$ cat src/hdl/chbt_ram.sv
// Generic single write port, single read port RAM with registered read data.
module chbt_ram
#(
    parameter int WIDTH = 8,
    parameter int DEPTH = 16
)
(
    input  logic                     clk,
    input  logic                     we,
    input  logic [$clog2(DEPTH)-1:0] waddr,
    input  logic [WIDTH-1:0]         wdata,
    input  logic [$clog2(DEPTH)-1:0] raddr,
    output logic [WIDTH-1:0]         rdata
);

    logic [WIDTH-1:0] mem [DEPTH];

    // Write and registered read.
    always_ff @(posedge clk)
    begin
        if (we)
        begin
            mem[waddr] <= wdata;
        end
        rdata <= mem[raddr];
    end

endmodule

$ cat config.mk
export PLATFORM = sky130hd
export DESIGN_NAME = chbt_ram
export DESIGN_NICKNAME = d
export VERILOG_FILES = /design/src/hdl/chbt_ram.sv
export SDC_FILE = /design/constraint.sdc
export NUM_CORES = 1
export LEC_CHECK = 0
export BUFFER_PORTS_ARGS = -buffer_cell sky130_fd_sc_hd__buf_2
export CORE_MARGIN = 1.5
export CORE_UTILIZATION = 63
export CTS_BUF_LIST = sky130_fd_sc_hd__clkbuf_8
export DETAILED_ROUTE_END_ITERATION = 12
export GPL_TIMING_DRIVEN = 0
export PLACE_DENSITY = 0.9
export SLEW_MARGIN = 20
export SYNTH_ARGS = -nofsm -noshare
export SYNTH_HDL_FRONTEND = slang
export SYNTH_SLANG_ARGS = --single-unit
$ cat constraint.sdc
create_clock -name clk -period 2.3 [get_ports clk]
set_input_delay 0.23 -clock clk [delete_from_list [all_inputs] [get_ports clk]]
set_output_delay 0.23 -clock clk [all_outputs]
set_load 0.03 [all_outputs]
==> results summary, run 1 <==
The count of nets after finishing is 290. The number of buffers between clock root and the deepest sink is 2. The post-DP HPWL came out at 6.00 mm.

The sequential cells in the finished layout cover a total of 0.00400 mm². The floorplan row count came out at 32. The antenna diode count is 0. In this run, post-CTS repair resized a total of 0 instances. The slew at the pin closest to its max-slew limit came out at 0.797 ns. The count of max-cap constraint violations is 0. The most common library cell in the layout ignoring fill and taps is sky130_fd_sc_hd__edfxtp_1. The global routing usage summed across all routing layers came out at 25.2%.

The share of total power dissipated in the clock network is 43.0%. The worst clock skew on the final layout is 0.0143 ns. The final hold violation count is 0. The setup violation total in the final timing report is 0. The worst setup slack after layout came out at 0.838 ns.

The data required time of the critical path is 2.35 ns. The portion of total power attributed to combinational logic is 5.5%. Synthesis produced a netlist with a net count of 247.

The post-route netlist has 31.2% of its cells at a drive strength greater than 1. The final count of pins violating max slew is 0. The source-to-sink clock delay at the later pin of the worst-skew pair came out at 0.42 ns. The sink count of the clock tree came out at 136. Setup repair after global routing left no endpoint under its margin. The number of global-route vias before repair is 2,485.

The relative area change from synthesis to final layout came out at 14.6%. Summed over all instances, the cell type with the most area after synthesis is sky130_fd_sc_hd__edfxtp_1. Sorting the synthesized cells by area gives the leading types as sky130_fd_sc_hd__edfxtp_1 75%, sky130_fd_sc_hd__mux4_2 7.9%, sky130_fd_sc_hd__mux4_1 7.1%, sky130_fd_sc_hd__dfxtp_1 3.1%, sky130_fd_sc_hd__a22oi_1 2.3%.

The average instance area after synthesis came out at 22.5 µm². The pre-CTS worst setup slack came out at 0.343 ns. STA classifies the critical path endpoint as a register. TritonCTS built the clock tree. The total power density per cell area is 917 mW/mm².

Measured against its own limit, the worst slew margin works out to 46.7%. In this run the static leakage power is 1.98 nW. The global-route wire length before repair came out at 14.7 mm. The netlist area before placement is 0.00515 mm².

The critical path buffer and inverter count is 1. The horizontal extent of the die came out at 93.4 µm. Summed over all layers, the global routing overflow is 0.

The final critical path time including I/O delays and setup came out at 1.46 ns. The clock-pin transition on the worst setup and hold timing paths is 0.07 ns. The number of remaining DRC errors came out at 0.

The filler cell count in the final layout is 418. The switching portion of total power is 20.7%. The final estimated routing congestion in global placement came out at 0.767. The sequential fraction of design power is 51.5%.

The reported net switching power came out at 0.00112 W. Synthesis produced a netlist whose cell count is 229. The TritonCTS buffer count came out at 17.

The final routed wirelength across all metal layers is 9.70 mm. The number of DRC markers after the initial detailed-route iteration came out at 233. The I/O pin count came out at 26. The total number of yosys warnings is 0.

For this run, the top clock speed supported by timing is 684 MHz. In the final layout, the multi-input gates occupy 0.00108 mm². The root buffer cell chosen for the clock tree is sky130_fd_sc_hd__clkbuf_8.

The die covers 0.00872 mm². The final clock period utilization by the worst path came out at 63.5%. The path category of the worst min-delay check is in -> reg. The register bit count reported by yosys came out at 136. The total setup buffers inserted after CTS came out at 0.

The number of placed instances, taps included, is 355. The total number of H-tree levels came out at 4. The final setup TNS is 0 ns. The number of buffers inserted by port buffering is 24. The placeable core area is 0.00781 mm². The register area share after synthesis is 77.8%.

Dividing the detail-routed via count by the number of cells gives 6.53. After synthesis, the largest area contributor takes up 74.7% of total cell area. The distinct cell type count after synthesis came out at 19.

Internal power comes to 0.00429 W. IR analysis of the VDD net gives a maximum drop of 0.000632 V. The number of nets with antenna violations after detailed routing is 0. The maximum net fanout on the critical path came out at 8.

The data arrival time at the worst-slack endpoint is 1.51 ns. The number of detailed-routing iterations run before antenna repair is 5. The via count of the routed design is 2,528.

STA classifies the critical path startpoint as an input pin. The critical path goes through buf_2, or3b_2, nor2_1. The maximum number of pins on one net before global-route repair is 17. The number of antenna violations at the first check in global routing is 0. The flow ran to the end, and the final reports show no timing, DRC or antenna violations. The die outline height is 93.4 µm. The dominant delay contributor by cell family on the critical path is simple AND/OR/NAND/NOR gates.

The worst setup path is of the in -> reg kind. Leaving out filler cells and counting taps, the final layout contains 387. The critical path's slowest cell is sky130_fd_sc_hd__nor2_1. In this design, the stage delay of the slowest critical-path cell is 0.63 ns.

The count of hold buffers inserted by post-cts repair came out at 0. The total power of the final layout came out at 0.00541 W. The top cell types in the final layout, fill and taps aside, are 128 x sky130_fd_sc_hd__edfxtp_1, 27 x sky130_fd_sc_hd__buf_2, 18 x sky130_fd_sc_hd__mux4_2, 17 x sky130_fd_sc_hd__clkbuf_8, 16 x sky130_fd_sc_hd__a22oi_1. The starting density of the core came out at 65.9%. After detailed routing, the average wire length per cell comes to 25.1 µm.
[synthesized netlist by cell type (all sizes together)]
library cell and number:
nor2 13, nor2b 1, nor3 4, dfxtp 8, and2 1, or3b 1
edfxtp 128, a22oi 16, nand3 1, and2b 1, nand2b 2, buf 7
nand3b 2, clkdlybuf4s25 3, nand2 9, mux4 32
[sequential cells by signal, summed over array words and instances (netlist names)]
name / cells
mem: 128
rdata: 8
[final timing paths]
kind,from,endpoint,slack [ns],cells past startpoint
setup / recovery,waddr[2],mem[2][6]$_DFFE_PP_,0.84,3
hold reg to reg,mem[14][1]$_DFFE_PP_,rdata[1]$_DFF_P_,0.70,3
setup reg to reg,mem[10][5]$_DFFE_PP_,rdata[5]$_DFF_P_,0.87,3
hold / removal,wdata[6],mem[4][6]$_DFFE_PP_,0.20,1
[final cells by class]
| type | instances | area share, % |
|---|---|---|
| plain buffers | 10 | 1.46 |
| repair buffers | 24 | 2.04 |
| flip-flops and latches | 136 | 67.9 |
| clock inverters | 15 | 4.22 |
| well taps | 102 | 2.16 |
| clock buffers | 17 | 3.97 |
| multi-input cells | 83 | 18.3 |
[power groups by stage]
stage / clock (W) / sequential (W) / combinational, W
global route: 0.00245 / 0.00279 / 0.000315
detailed placement: 0 / 0.00284 / 0.000292
global placement: 0 / 0.00283 / 0.000278
floorplan: 0 / 0.00287 / 0.000141
CTS: 0.00234 / 0.00278 / 0.000296
finish: 0.00233 / 0.00278 / 0.000297
[metal layers]
layer | routed length [µm] | vias to the layer above | GRT usage [%]
li1 | - | 1060 | -
met5 | 0 | - | 0
met4 | 243 | 0 | 9.22
met1 | 3870 | 1294 | 35.1
met3 | 769 | 22 | 7.80
met2 | 4820 | 152 | 38.3
[kinds of logic (layout without fill, tap and decap cells)]
kind of cell / count (synthesis) / after routing / synth area share [%]
and+or+nand+nor: 35 / 35 / 3.18
muxes: 32 / 32 / 15.0
DFF: 136 / 136 / 77.8
buffers and inverters: 10 / 66 / 1.68
AOI/OAI and AO/OA: 16 / 16 / 2.33
[through the flow]
step | util (%) | hold slack [ns] | instance area (µm²)
after detailed placement | 69.3 | 0.630 | 5410
after global placement | 69.1 | 0.616 | 5400
after global routing | 75.5 | 0.186 | 5900
after floorplan | - | 0.329 | 5150
final | 75.5 | 0.205 | 5900
after CTS | 75.5 | 0.176 | 5890
Note: power is estimated with default switching activity, not from simulation.
==> inputs of run 2 (changes only) <==
==> constraint.sdc (replaced) <==
create_clock -name clk -period 1.5 [get_ports clk]
set_input_delay 0.15 -clock clk [delete_from_list [all_inputs] [get_ports clk]]
set_output_delay 0.15 -clock clk [all_outputs]
set_load 0.03 [all_outputs]
==> results summary, run 2 (synthesis results as in run 1) <==
Run status: complete, no violations (unchanged). The total die area was 0.00872 mm² (unchanged). The number of antenna violations at the first check in global routing came to 0 (unchanged).

The final count of pins violating max slew came to 0 (unchanged). The worst supply voltage drop on vdd is 0.00100 V (was 0.000632 V). The leakage power total came out at 1.96 nW (was 1.98 nW). The start of the worst register-to-register path is mem[12][0]$_DFFE_PP_ (was mem[10][5]$_DFFE_PP_). The root buffer cell was sky130_fd_sc_hd__clkbuf_8 (unchanged). The critical path endpoint category is a register (unchanged). The I/O pin count is 26 (unchanged). The hold path depth is 1 (unchanged). The setup violation total in the final timing report came to 0 (unchanged). The count of nets after finishing is 290 (unchanged).

The depth of the most critical reg-to-reg path came to 3 (unchanged). The final setup TNS was 0 ns (unchanged). The number of buffers between clock root and the deepest sink came out at 2 (unchanged). The number of global-route vias before repair came out at 2,476 (was 2,485). The final estimated routing congestion in global placement came out at 0.776 (was 0.767). Unrepaired setup endpoints after global routing: false (unchanged). The post-route standard cell area excluding fillers came to 0.00585 mm² (was 0.00590 mm²).

The floorplan row count is 32 (unchanged). The via count of the routed design is 2,506 (was 2,528). The remaining max-slew budget at the tightest pin was 44.7% (was 46.7%). The total instance count after detailed placement is 355 (unchanged). The post-DP HPWL was 5.93 mm (was 6.00 mm). The final clock period utilization by the worst path is 98.3%. The source-to-sink clock delay at the later pin of the worst-skew pair came out at 0.44 ns (was 0.42 ns). The endpoint of the lowest-slack register-to-register path is rdata[0]$_DFF_P_ (was rdata[5]$_DFF_P_). The TritonCTS buffer count is 17 (unchanged). The dominant delay contributor by cell family on the critical path is multiplexers (was simple AND/OR/NAND/NOR gates).

The maximum number of pins on one net before global-route repair came out at 17 (unchanged). The relative area change from synthesis to final layout is 13.7% (was 14.6%). The total number of H-tree levels came to 4 (unchanged). The endpoint with the worst hold slack is mem[8][5]$_DFFE_PP_ (was mem[4][6]$_DFFE_PP_). The total power of the final layout is 0.00791 W (was 0.00541 W). The maximum cell stage delay along the critical path is 0.51 ns (was 0.63 ns). The clock-pin transition on the worst setup and hold timing paths is 0.08 ns (was 0.07 ns). The data arrival time at the worst-slack endpoint was 1.79 ns (was 1.51 ns). The detail-routed via count per cell is 6.48 (was 6.53). The count of hold buffers inserted by post-cts repair came out at 0 (unchanged).

The critical path buffer and inverter count is 0 (was 1). The critical path startpoint category is a register (was input pin). The placeable core area came out at 0.00781 mm² (unchanged). The average wire length per cell after detail routing is 24.8 µm (was 25.1 µm).

The number of detailed-routing iterations run before antenna repair came out at 5 (unchanged). The final critical path time including I/O delays and setup came out at 1.47 ns. The total cell area at the placement stage is 0.00541 mm² (unchanged). The final instance count without filler cells is 387 (unchanged). The number of flip-flops under the largest register name came to 128 (unchanged). The antenna diode count was 0 (unchanged). The starting density of the core is 65.9% (unchanged). The number of DRC markers after the initial detailed-route iteration is 313 (was 233).

The total global routing overflow came to 0 (unchanged). The maximum clock frequency is 678 MHz. The critical path's slowest cell is sky130_fd_sc_hd__mux4_2 (was sky130_fd_sc_hd__nor2_1).

The category of the most critical setup path is reg -> reg (was in -> reg). The total setup buffers inserted after CTS came out at 0 (unchanged). Cell breakdown of the critical path: mux4_2, a22oi_1, nand2_1 (was buf_2, or3b_2, nor2_1).

The worst clock skew on the final layout came out at 0.0160 ns (was 0.0143 ns). The global-route wire length before repair came out at 14.3 mm (was 14.7 mm). The most common library cell in the layout ignoring fill and taps is sky130_fd_sc_hd__edfxtp_1 (unchanged). The flop-to-flop setup slack is 0.03 ns (was 0.87 ns). The most flop-heavy register was mem (unchanged).

The number of remaining DRC errors came to 0 (unchanged). The final hold violation count came out at 0 (unchanged). The total power density per cell area came to 1350 mW/mm² (was 917 mW/mm²). The final routed wirelength across all metal layers is 9.58 mm (was 9.70 mm). The slew at the pin closest to its max-slew limit came out at 0.826 ns (was 0.797 ns). The share of cells above drive strength 1 came out at 31.2% (unchanged).

Commonest cells after routing, fill and taps aside: 128 x sky130_fd_sc_hd__edfxtp_1, 27 x sky130_fd_sc_hd__buf_2, 18 x sky130_fd_sc_hd__mux4_2, 17 x sky130_fd_sc_hd__clkbuf_8, 16 x sky130_fd_sc_hd__a22oi_1 (unchanged). Largest registers: mem: 128 flops, rdata: 8 flops (unchanged). The count of max-cap constraint violations is 0 (unchanged).

The number of nets with antenna violations after detailed routing is 0 (unchanged). The global routing usage summed across all routing layers came out at 24.9% (was 25.2%). The sink count of the clock tree came out at 136 (unchanged).

The path category of the worst min-delay check was in -> reg (unchanged). The number of gates resized after CTS was 0 (unchanged). The number of buffers inserted by port buffering is 24 (unchanged). The launch point of the worst hold path is wdata[5] (was wdata[6]). The maximum net fanout on the critical path came out at 1 (was 8). The TritonCTS clock tree is yes (unchanged). The die outline height came out at 93.4 µm (unchanged). The horizontal extent of the die is 93.4 µm (unchanged).

The data required time of the critical path is 1.81 ns (was 2.35 ns).
-- run 2: worst max path at each step --
stage	endpoint	startpoint	cells past startpoint	slack, ns
after floorplan	mem[3][0]$_DFFE_PP_	waddr[2]	2	0.08
after global placement	mem[8][2]$_DFFE_PP_	waddr[2]	3	-0.36
after detailed placement	mem[3][4]$_DFFE_PP_	waddr[2]	3	-0.34
after CTS	rdata[3]$_DFF_P_	mem[4][3]$_DFFE_PP_	3	0.02
after global routing	rdata[0]$_DFF_P_	mem[15][0]$_DFFE_PP_	3	0.02
final	rdata[0]$_DFF_P_	mem[12][0]$_DFFE_PP_	3	0.03
-- run 2: where the power goes --
part / internal (W) / switching (W) / total [W] / leakage (nW)
clock network: 0.00181 / 0.00138 / 0.00319 / 0.212
registers: 0.00424 / 0.0000227 / 0.00427 / 1.22
logic: 0.000169 / 0.000283 / 0.000452 / 0.520
total: 0.00623 / 0.00168 / 0.00791 / 1.96
-- run 2: area by class of cell --
| cell class | instances | area, µm² |
|---|---|---|
| plain buffers | 10 | 86.3 |
| fillers | 408 | 1960 |
| well taps | 102 | 128 |
| clock buffers | 17 | 234 |
| multi-input cells | 83 | 1080 |
| clock inverters | 15 | 201 |
| flip-flops and latches | 136 | 4000 |
| repair buffers | 24 | 120 |
-- run 2: through the flow --
| stage | setup slack (ns) | hold WS (ns) | utilization (%) |
|---|---|---|---|
| floorplan | 0.0839 | 0.249 | - |
| global placement | -0.358 | 0.537 | 69.2 |
| detailed placement | -0.337 | 0.552 | 69.3 |
| CTS | 0.0174 | 0.0910 | 74.9 |
| global route | 0.0194 | 0.0962 | 74.9 |
| finish | 0.0258 | 0.106 | 74.9 |
-- run 2: layer usage --
metal | share of wire, % | wire length, µm | global-route usage, % | vias to the layer above
li1 | - | - | - | 1063
met1 | 36 | 3470 | 34.0 | 1248
met2 | 50 | 4770 | 37.4 | 171
met3 | 11 | 1010 | 5.93 | 24
met4 | 3.5 | 331 | 13.9 | 0
met5 | 0 | 0 | 0 | -
