==> config.mk <==
export PLATFORM = sky130hd
export DESIGN_NAME = chbt_bucket_mod
export DESIGN_NICKNAME = d
export VERILOG_FILES = /design/src/hdl/chbt_bucket_mod.sv
export SDC_FILE = /design/constraint.sdc
export NUM_CORES = 1
export LEC_CHECK = 0
export ABC_CLOCK_PERIOD_IN_PS = 800
export BUFFER_PORTS_ARGS = -buffer_cell sky130_fd_sc_hd__buf_4
export CAP_MARGIN = 25
export CORE_AREA = 2 2 39 41
export DETAILED_ROUTE_END_ITERATION = 6
export DIE_AREA = 0 0 41 43
export PLACE_DENSITY = 0.76
export SKIP_LAST_GASP = 1
export SLEW_MARGIN = 20
export SYNTH_ARGS = -nofsm -noshare
export SYNTH_HDL_FRONTEND = slang
export SYNTH_SLANG_ARGS = --single-unit
==> constraint.sdc <==
create_clock -name clk -period 0.8 [get_ports clk]
set_input_delay 0.08 -clock clk [delete_from_list [all_inputs] [get_ports clk]]
set_output_delay 0.08 -clock clk [all_outputs]
set_load 0.005 [all_outputs]
==> src/hdl/chbt_bucket_mod.sv <==
// Bucket selection: the sign-extended hash reduced modulo the bucket count.
module chbt_bucket_mod
#(
    parameter int NUM_BUCKETS = 1024
)
(
    input  logic                           clk,
    input  logic                           rst_n,
    input  logic                           start,
    input  logic [31:0]                    hash,
    output logic                           done,
    output logic [$clog2(NUM_BUCKETS)-1:0] bucket
);

    localparam int BW = $clog2(NUM_BUCKETS);
    localparam bit IS_POW2 = (NUM_BUCKETS & (NUM_BUCKETS - 1)) == 0;

    generate
        if (IS_POW2)
        begin : g_mask
            logic          done_reg;
            logic [BW-1:0] bucket_reg;

            // A power of two bucket count registers the low bits, with done in the cycle after start.
            always_ff @(posedge clk or negedge rst_n)
            begin
                if (!rst_n)
                begin
                    done_reg <= 1'b0;
                end
                else
                begin
                    done_reg <= start;
                end
            end

            always_ff @(posedge clk)
            begin
                if (start)
                begin
                    bucket_reg <= hash[BW-1:0];
                end
            end

            assign done   = done_reg;
            assign bucket = bucket_reg;
        end
        else
        begin : g_recip
            // Reciprocal of the bucket count scaled by 2^48, and the weight of
            // the sign extension (2^64 - 2^32) reduced by the bucket count.
            localparam longint unsigned RECIP = (64'd1 << 48) / 64'(NUM_BUCKETS);
            localparam longint unsigned P32   = (64'd1 << 32) % 64'(NUM_BUCKETS);
            localparam longint unsigned M32   = 64'hFFFF_FFFF % 64'(NUM_BUCKETS);
            localparam longint unsigned SEXT  = (P32 * M32) % 64'(NUM_BUCKETS);
            localparam logic [15:0] R0   = 16'(RECIP);
            localparam logic [15:0] R1   = 16'(RECIP >> 16);
            localparam logic [15:0] R2   = 16'(RECIP >> 32);
            localparam logic [15:0] NB16 = 16'(NUM_BUCKETS);
            localparam logic [BW:0] NB   = (BW+1)'(NUM_BUCKETS);
            localparam logic [BW:0] SX   = (BW+1)'(SEXT);

            logic          run_reg;
            logic          done_reg;
            logic [2:0]    step_reg;
            logic [31:0]   hash_reg;
            logic [48:0]   acc_reg;
            logic [BW:0]   part_reg;
            logic [BW-1:0] rem_reg;
            logic [31:0]   mul_a;
            logic [15:0]   mul_b;
            logic [47:0]   prod;
            logic [32:0]   diff;
            logic [BW:0]   red1;
            logic [BW:0]   sum;
            logic [BW-1:0] rem_next;

            // One shared 32 by 16 multiplier: three steps form the quotient
            // estimate, a fourth multiplies it back by the bucket count.
            always_comb
            begin
                case (step_reg)
                    3'd0:    mul_b = R0;
                    3'd1:    mul_b = R1;
                    3'd2:    mul_b = R2;
                    default: mul_b = NB16;
                endcase
                mul_a    = (step_reg == 3'd3) ? acc_reg[47:16] : hash_reg;
                prod     = mul_a * mul_b;
                diff     = {1'b0, hash_reg} - prod[32:0];
                red1     = (part_reg >= NB) ? (part_reg - NB) : part_reg;
                sum      = red1 + (hash_reg[31] ? SX : '0);
                rem_next = (sum >= NB) ? BW'(sum - NB) : sum[BW-1:0];
            end

            always_ff @(posedge clk or negedge rst_n)
            begin
                if (!rst_n)
                begin
                    run_reg  <= 1'b0;
                    done_reg <= 1'b0;
                    step_reg <= '0;
                end
                else
                begin
                    done_reg <= 1'b0;
                    if (start)
                    begin
                        run_reg  <= 1'b1;
                        step_reg <= '0;
                    end
                    else if (run_reg)
                    begin
                        step_reg <= step_reg + 3'd1;
                        if (step_reg == 3'd4)
                        begin
                            run_reg  <= 1'b0;
                            done_reg <= 1'b1;
                        end
                    end
                end
            end

            // The quotient estimate is low by at most one, so the partial
            // remainder is below twice the bucket count.
            always_ff @(posedge clk)
            begin
                if (start)
                begin
                    hash_reg <= hash;
                end
                else if (run_reg)
                begin
                    case (step_reg) inside
                        3'd0:       acc_reg  <= {1'b0, prod};
                        3'd1, 3'd2: acc_reg  <= {16'd0, acc_reg[48:16]} + 49'(prod);
                        3'd3:       part_reg <= diff[BW:0];
                        default:    rem_reg  <= rem_next;
                    endcase
                end
            end

            assign done   = done_reg;
            assign bucket = rem_reg;
        end
    endgenerate

endmodule

==> impl_results.md, run 1 <==
* Status: finished, violations left
* Violated checks: negative setup slack
* Unrepaired setup endpoints after global routing: yes
* Total power at approximately 1.2 mW
* WP depth at 1
* H-tree lvl count at 1
* Nets at 85
* Final Max Tran Viols at 0
* Leak pwr at around 0.29 nW
* Worst rel slew slack at 90.46%
* Crit path cell chain: buf_4
* Min-delay worst type: in -> reg
* Final setup vio count at 11
* Hold Vio Cnt, Final at 0
* CTS tree: yes
* Die area at 1763 µm²
* Worst-Margin Slew at 0.1431 ns
* Setup repair bufs after CTS at 0
* Post-DR wirelength/cell at 11.62 µm
* Max Freq at ~1100 MHz
* Routed vias/inst at 3.908
* Clk sinks at 11
* I/O pins at 46
* GRT Overall Usage at 10.13%
* Multi-input gate area at 0 µm²
* Slowest cell delay on critical path at 0.39 ns
* Fin cells at 65
* Worst Setup EP: bucket[6]
* Area grow syn2layout at 105.8%
* Height of the die at 43 µm
* Multi-input gates at 0
* I/O Buffers at 23
* Wire length on met2 at between 300 and 400 µm
* Final Cycle Share at 109.4%
* FP Rows at 14
* Synth Net Count at 46
* Kind of critical path: reg -> out
* Post-Route WL at 755 µm
* Arr. time, crit path at 0.80 ns
* # diodes at 0
* Power per cell area at around 1800 nW/µm²
* CP delay by family, top: flip-flops
* Initial Util at 23.51%
* Tmin final at slightly below 0.9 ns
* Cell count after synthesis at 11
* Detail Route Antenna Nets at 0
* Root Buffer: clkbuf_4
* Largest net degree at the start of global routing at 12
* Vias at 254
* FF+latch count, synth at 11
* Core area at 1384 µm²
* Antenna violations before repair at 0
* Max FO, Critical Path at 1
* Crit path launch: bucket[6]$_DFFE_PP_
* Reg clk slew, reported paths at 0.07 ns
* Max FFs per register at 10
* DR WL met3 at a little over 90 µm
* Slowest-stage cell, CP: edfxtp_1
* DR DRC count at 0
* Top Layer Used: met3
* Vias in the first global route at 262
* Synthesized area at 325.3 µm²
* Overflow after GRT at 0
* Worst path buffer plus inverter count at 1
* Startpoint type of the worst setup path: flip-flop
* PnR worst setup slack at -0.07542 ns
* Post-synthesis sequential area ratio at 100.0%
* Initial DRT Pass Iterations at 3
* Crit path required time at approximately 0.72 ns
* Max cap viols at 0
* Initial DRC count at 4
* Placed insts at 50
* First-pass GRT wire length at between 1000 and 1500 µm
* Met1 Wirelength at 276 µm
* Setup crit end kind: primary output
* Longest Clk Path Bufs at 2
* Gpl congestion at just under 0.6
* Peak supply drop at around 800 µV
* Die extent in x at 41 µm
* Avg Cell Area, Syn at 29.57 µm²
* Synth warn at 0
* CTS buffer count at 3
* # fillers at 124
* Distinct cells, synth at 2
* Fraction of layout instances using a drive strength above 1 at 53.06%
==> logic make-up (layout without fill, tap and decap cells) <==
family | Yosys count | count (layout) | share of synthesized area (%)
buf+inv | 0 | 38 | 0
flops | 11 | 11 | 100.0
==> worst min-delay path by stage <==
stage / from / to / slack [ns] / depth (start not counted)
detailed placement: rst_n / done$_DFF_PN0_ / -0.14 / 1
CTS: start / done$_DFF_PN0_ / 0.03 / 1
global placement: rst_n / done$_DFF_PN0_ / -0.14 / 1
finish: start / done$_DFF_PN0_ / 0.04 / 1
floorplan: rst_n / done$_DFF_PN0_ / -0.22 / 0
global route: start / done$_DFF_PN0_ / 0.03 / 1
==> layer usage <==
| metal | up-vias | track usage (%) |
|---|---|---|
| li1 | 119 | - |
| met1 | 116 | 9.589 |
| met2 | 19 | 15.31 |
| met3 | 0 | 3.665 |
| met4 | 0 | 10.00 |
| met5 | - | 0 |
==> area by class of cell <==
class | instances | area (µm²) | share of cell area (%)
Clock buffer | 4 | 26.28 | 3.925
Sequential cell | 11 | 325.3 | 48.60
Tap cell | 16 | 20.02 | 2.991
Timing Repair Buffer | 34 | 297.8 | 44.49
==> cell usage in the layout, fill, tap and decap left out <==
| cell type | n |
|---|---|
| buf_4 | 19 |
| buf_6 | 4 |
| clkbuf_1 | 1 |
| clkbuf_4 | 3 |
| dfrtp_1 | 1 |
| dlygate4sd3_1 | 11 |
| edfxtp_1 | 10 |
==> timing repair <==
action	in CTS	in global routing
pin swaps	0	0
setup endpoints to repair	11	11
resized for setup	1	3
hold buffers	11	0
endpoints found under the hold margin	11	0
==> cell usage after synthesis, drive strengths merged <==
library cell	number	share of area, %
edfxtp	10	92
dfrtp	1	7.7
==> where the power goes <==
group          switching (mW)  leakage (nW)  total (mW)  internal, mW
sequential             0.0143         0.110       0.690         0.676
combinational          0.0467         0.161       0.174         0.128
clock                   0.177        0.0150       0.370         0.193
total                   0.238         0.286        1.23         0.996
==> per-stage QoR <==
| step | setup TNS [ns] | setup slack (ns) | hold WS (ns) | cell area (µm²) | utilization [%] |
|---|---|---|---|---|---|
| after floorplan | 0 | 0.3647 | -0.2156 | 325.3 | - |
| after global placement | 0 | 0.2393 | -0.1443 | 518.0 | 37.43 |
| after detailed placement | 0 | 0.2016 | -0.1446 | 518.0 | 37.43 |
| after CTS | -0.6312 | -0.09481 | 0.02939 | 658.1 | 47.56 |
| after global routing | -0.9560 | -0.1100 | 0.03179 | 669.4 | 48.37 |
| final | -0.5216 | -0.07542 | 0.03796 | 669.4 | 48.37 |
No activity file was read; power rests on OpenSTA's default activity.
==> run 2, diff against run 1 <==
Settings changed: ABC_CLOCK_PERIOD_IN_PS 800 to 1100, RECOVER_POWER set to 50.
Clock period 0.8 ns to 1.1 ns, I/O delays scaled along.
==> impl_results.md, run 2 (same netlist as run 1, synthesis figures left out) <==
* Antenna violations before repair at 0 (unchanged)
* Logic pwr share at 10.3% (-3.8 points)
* CP delay by family, top: flip-flops
* Min-delay worst type: in -> reg
* # diodes at 0 (unchanged)
* GRT Overall Usage at 8.393% (-1.7 points)
* Max cap viols at 0 (unchanged)
* I/O pins at 46 (unchanged)
* Kind of critical path: reg -> out
* Crit path launch: bucket[6]$_DFFE_PP_
* Slowest cell delay on critical path at 0.39 ns (about the same)
* Total power at 0.8527 mW (-31%)
* P_int at 0.6913 mW (-31%)
* Initial DRT Pass Iterations at 2 (-1)
* FP Rows at 14 (unchanged)
* Leading cell type in the layout, fill and taps excluded: clkbuf_4
* Crit path cell chain: buf_4
* Routing usage on met1 at 9.932% (+0.34 points)
* Most frequent cells in the layout: clkbuf_4, buf_4, edfxtp_1, clkbuf_1
* Post-Place Setup Slack at 0.4716 ns (+0.2700 ns)
* Longest Clk Path Bufs at 2 (unchanged)
* GR Util met2 at 9.688% (-5.6 points)
* Root Buffer: clkbuf_4
* I/O Buffers at 23 (unchanged)
* CTS tree: yes
* Max FO, Critical Path at 1 (unchanged)
* Power per cell area at 1549 nW/µm² (-16%)
* TNS Setup at 0 ns (+0.5216 ns)
* First-pass GRT wire length at 862 µm (-17%)
* Design area at 550.5 µm² (-18%)
* Final Cycle Share at 82.26%
* Resized Gates After CTS at 0 (-1)
* Clk sinks at 11 (unchanged)
* WP depth at 1 (unchanged)
* Psw at 0.1614 mW (-32%)
* Multi-input gates at 0 (unchanged)
* Area grow syn2layout at 69.23%
* Max Freq at 1105 MHz
* Max FFs per register at 10 (unchanged)
* Share of power burned in the clock network at 31.1% (+1.1 points)
* Overflow after GRT at 0 (unchanged)
* Post-Route WL at 634 µm (-16%)
* Vias in the first global route at 206 (-21%)
* Leak pwr at 0.2333 nW (-18%)
* Nets at 75 (-12%)
* Setup crit end kind: primary output
* Setup repair bufs after CTS at 0 (unchanged)
* Multi-input gate area at 0 µm² (unchanged)
* Final setup vio count at 0 (-11)
* Worst rel slew slack at 60.96% (-30 points)
* Startpoint type of the worst setup path: flip-flop
* Placed inst area at 518.0 µm² (unchanged)
* Hold Vio Cnt, Final at 0 (unchanged)
* Gpl congestion at 0.5860 (unchanged)
* Core area at 1384 µm² (unchanged)
* CTS buffer count at 3 (unchanged)
* PnR worst setup slack at 0.1952 ns (+0.2706 ns)
* Largest net degree at the start of global routing at 12 (unchanged)
* Final Max Tran Viols at 0 (unchanged)
* # fillers at 133 (+7.3%)
* Peak supply drop at 465.4 µV (-42%)
* Die area at 1763 µm² (unchanged)
* Met3 Use GR at 3.665% (unchanged)
* Die extent in x at 41 µm (unchanged)
* Unrepaired setup endpoints after global routing: no
* Height of the die at 43 µm (unchanged)
* Slowest-stage cell, CP: edfxtp_1
* Switching Share at 18.93% (-0.38 points)
* Arr. time, crit path at 0.79 ns (about the same)
* Hold bufs inserted after CTS at 1 (-10)
* Reg clk slew, reported paths at 0.07 ns (about the same)
* Worst Hold Depth at 1 (unchanged)
* Routed vias/inst at 3.873 (-0.89%)
* Initial DRC count at 4 (unchanged)
* Fraction of layout instances using a drive strength above 1 at 64.10% (+11 points)
* Detail Route Antenna Nets at 0 (unchanged)
* Worst path buffer plus inverter count at 1 (unchanged)
* Vias at 213 (-16%)
* Post-DR wirelength/cell at 11.53 µm (-0.76%)
* Sequential power share at 58.6% (+2.7 points)
* Tmin final at between 0.9 and 1 ns
* H-tree lvl count at 1 (unchanged)
* DR DRC count at 0 (unchanged)
* Most Used Layer, Global Route: met4
* Worst-Margin Slew at 0.5856 ns (+0.4425 ns)
* Initial Util at 23.51% (unchanged)
* Worst Setup EP: bucket[6]
* Crit path required time at 0.99 ns (+0.27 ns)
* Status: complete, no violations
## run 2: cell types whose count changed in the layout (fill, tap and decap cells not counted), sizes merged
cell         change
buf             -12
clkbuf          +12
dlygate4sd3     -10
## run 2: power groups by stage
| stage | sequential [mW] | combinational (mW) | clock [mW] |
|---|---|---|---|
| 2_1_floorplan | 0.513 | 0 | 0 |
| 3_3_place_gp | 0.507 | 0.0881 | 0 |
| 3_5_place_dp | 0.509 | 0.0902 | 0 |
| 4_1_cts | 0.500 | 0.0933 | 0.281 |
| 5_1_grt | 0.502 | 0.0965 | 0.300 |
| 6_report | 0.499 | 0.0879 | 0.266 |
## run 2: layer usage
metal  share of wire (%)  vias up
met3                  18        0
met2                  45       19
met1                  37       96
li1                    -       98
met4                   0        0
met5                   0        -
## run 2: stage by stage
step,instances,hold slack [ns],utilization (%)
final,55,0.04582,39.78
after global routing,55,0.02673,39.78
after CTS,55,0.01243,40.05
after detailed placement,50,-0.1146,37.43
after global placement,50,-0.1143,37.43
after floorplan,11,-0.1856,-
## run 2: area by class of cell
class	instances	area [µm²]	area share, %
Sequential cell	11	325.3	59.09
Timing Repair Buffer	24	178.9	32.50
Clock buffer	4	26.28	4.773
Tap cell	16	20.02	3.636
## run 2: worst min path at each step
stage | endpoint | startpoint
floorplan | done$_DFF_PN0_ | rst_n
global placement | done$_DFF_PN0_ | rst_n
detailed placement | done$_DFF_PN0_ | rst_n
CTS | bucket[4]$_DFFE_PP_ | hash[4]
global route | bucket[9]$_DFFE_PP_ | hash[9]
finish | bucket[7]$_DFFE_PP_ | hash[7]
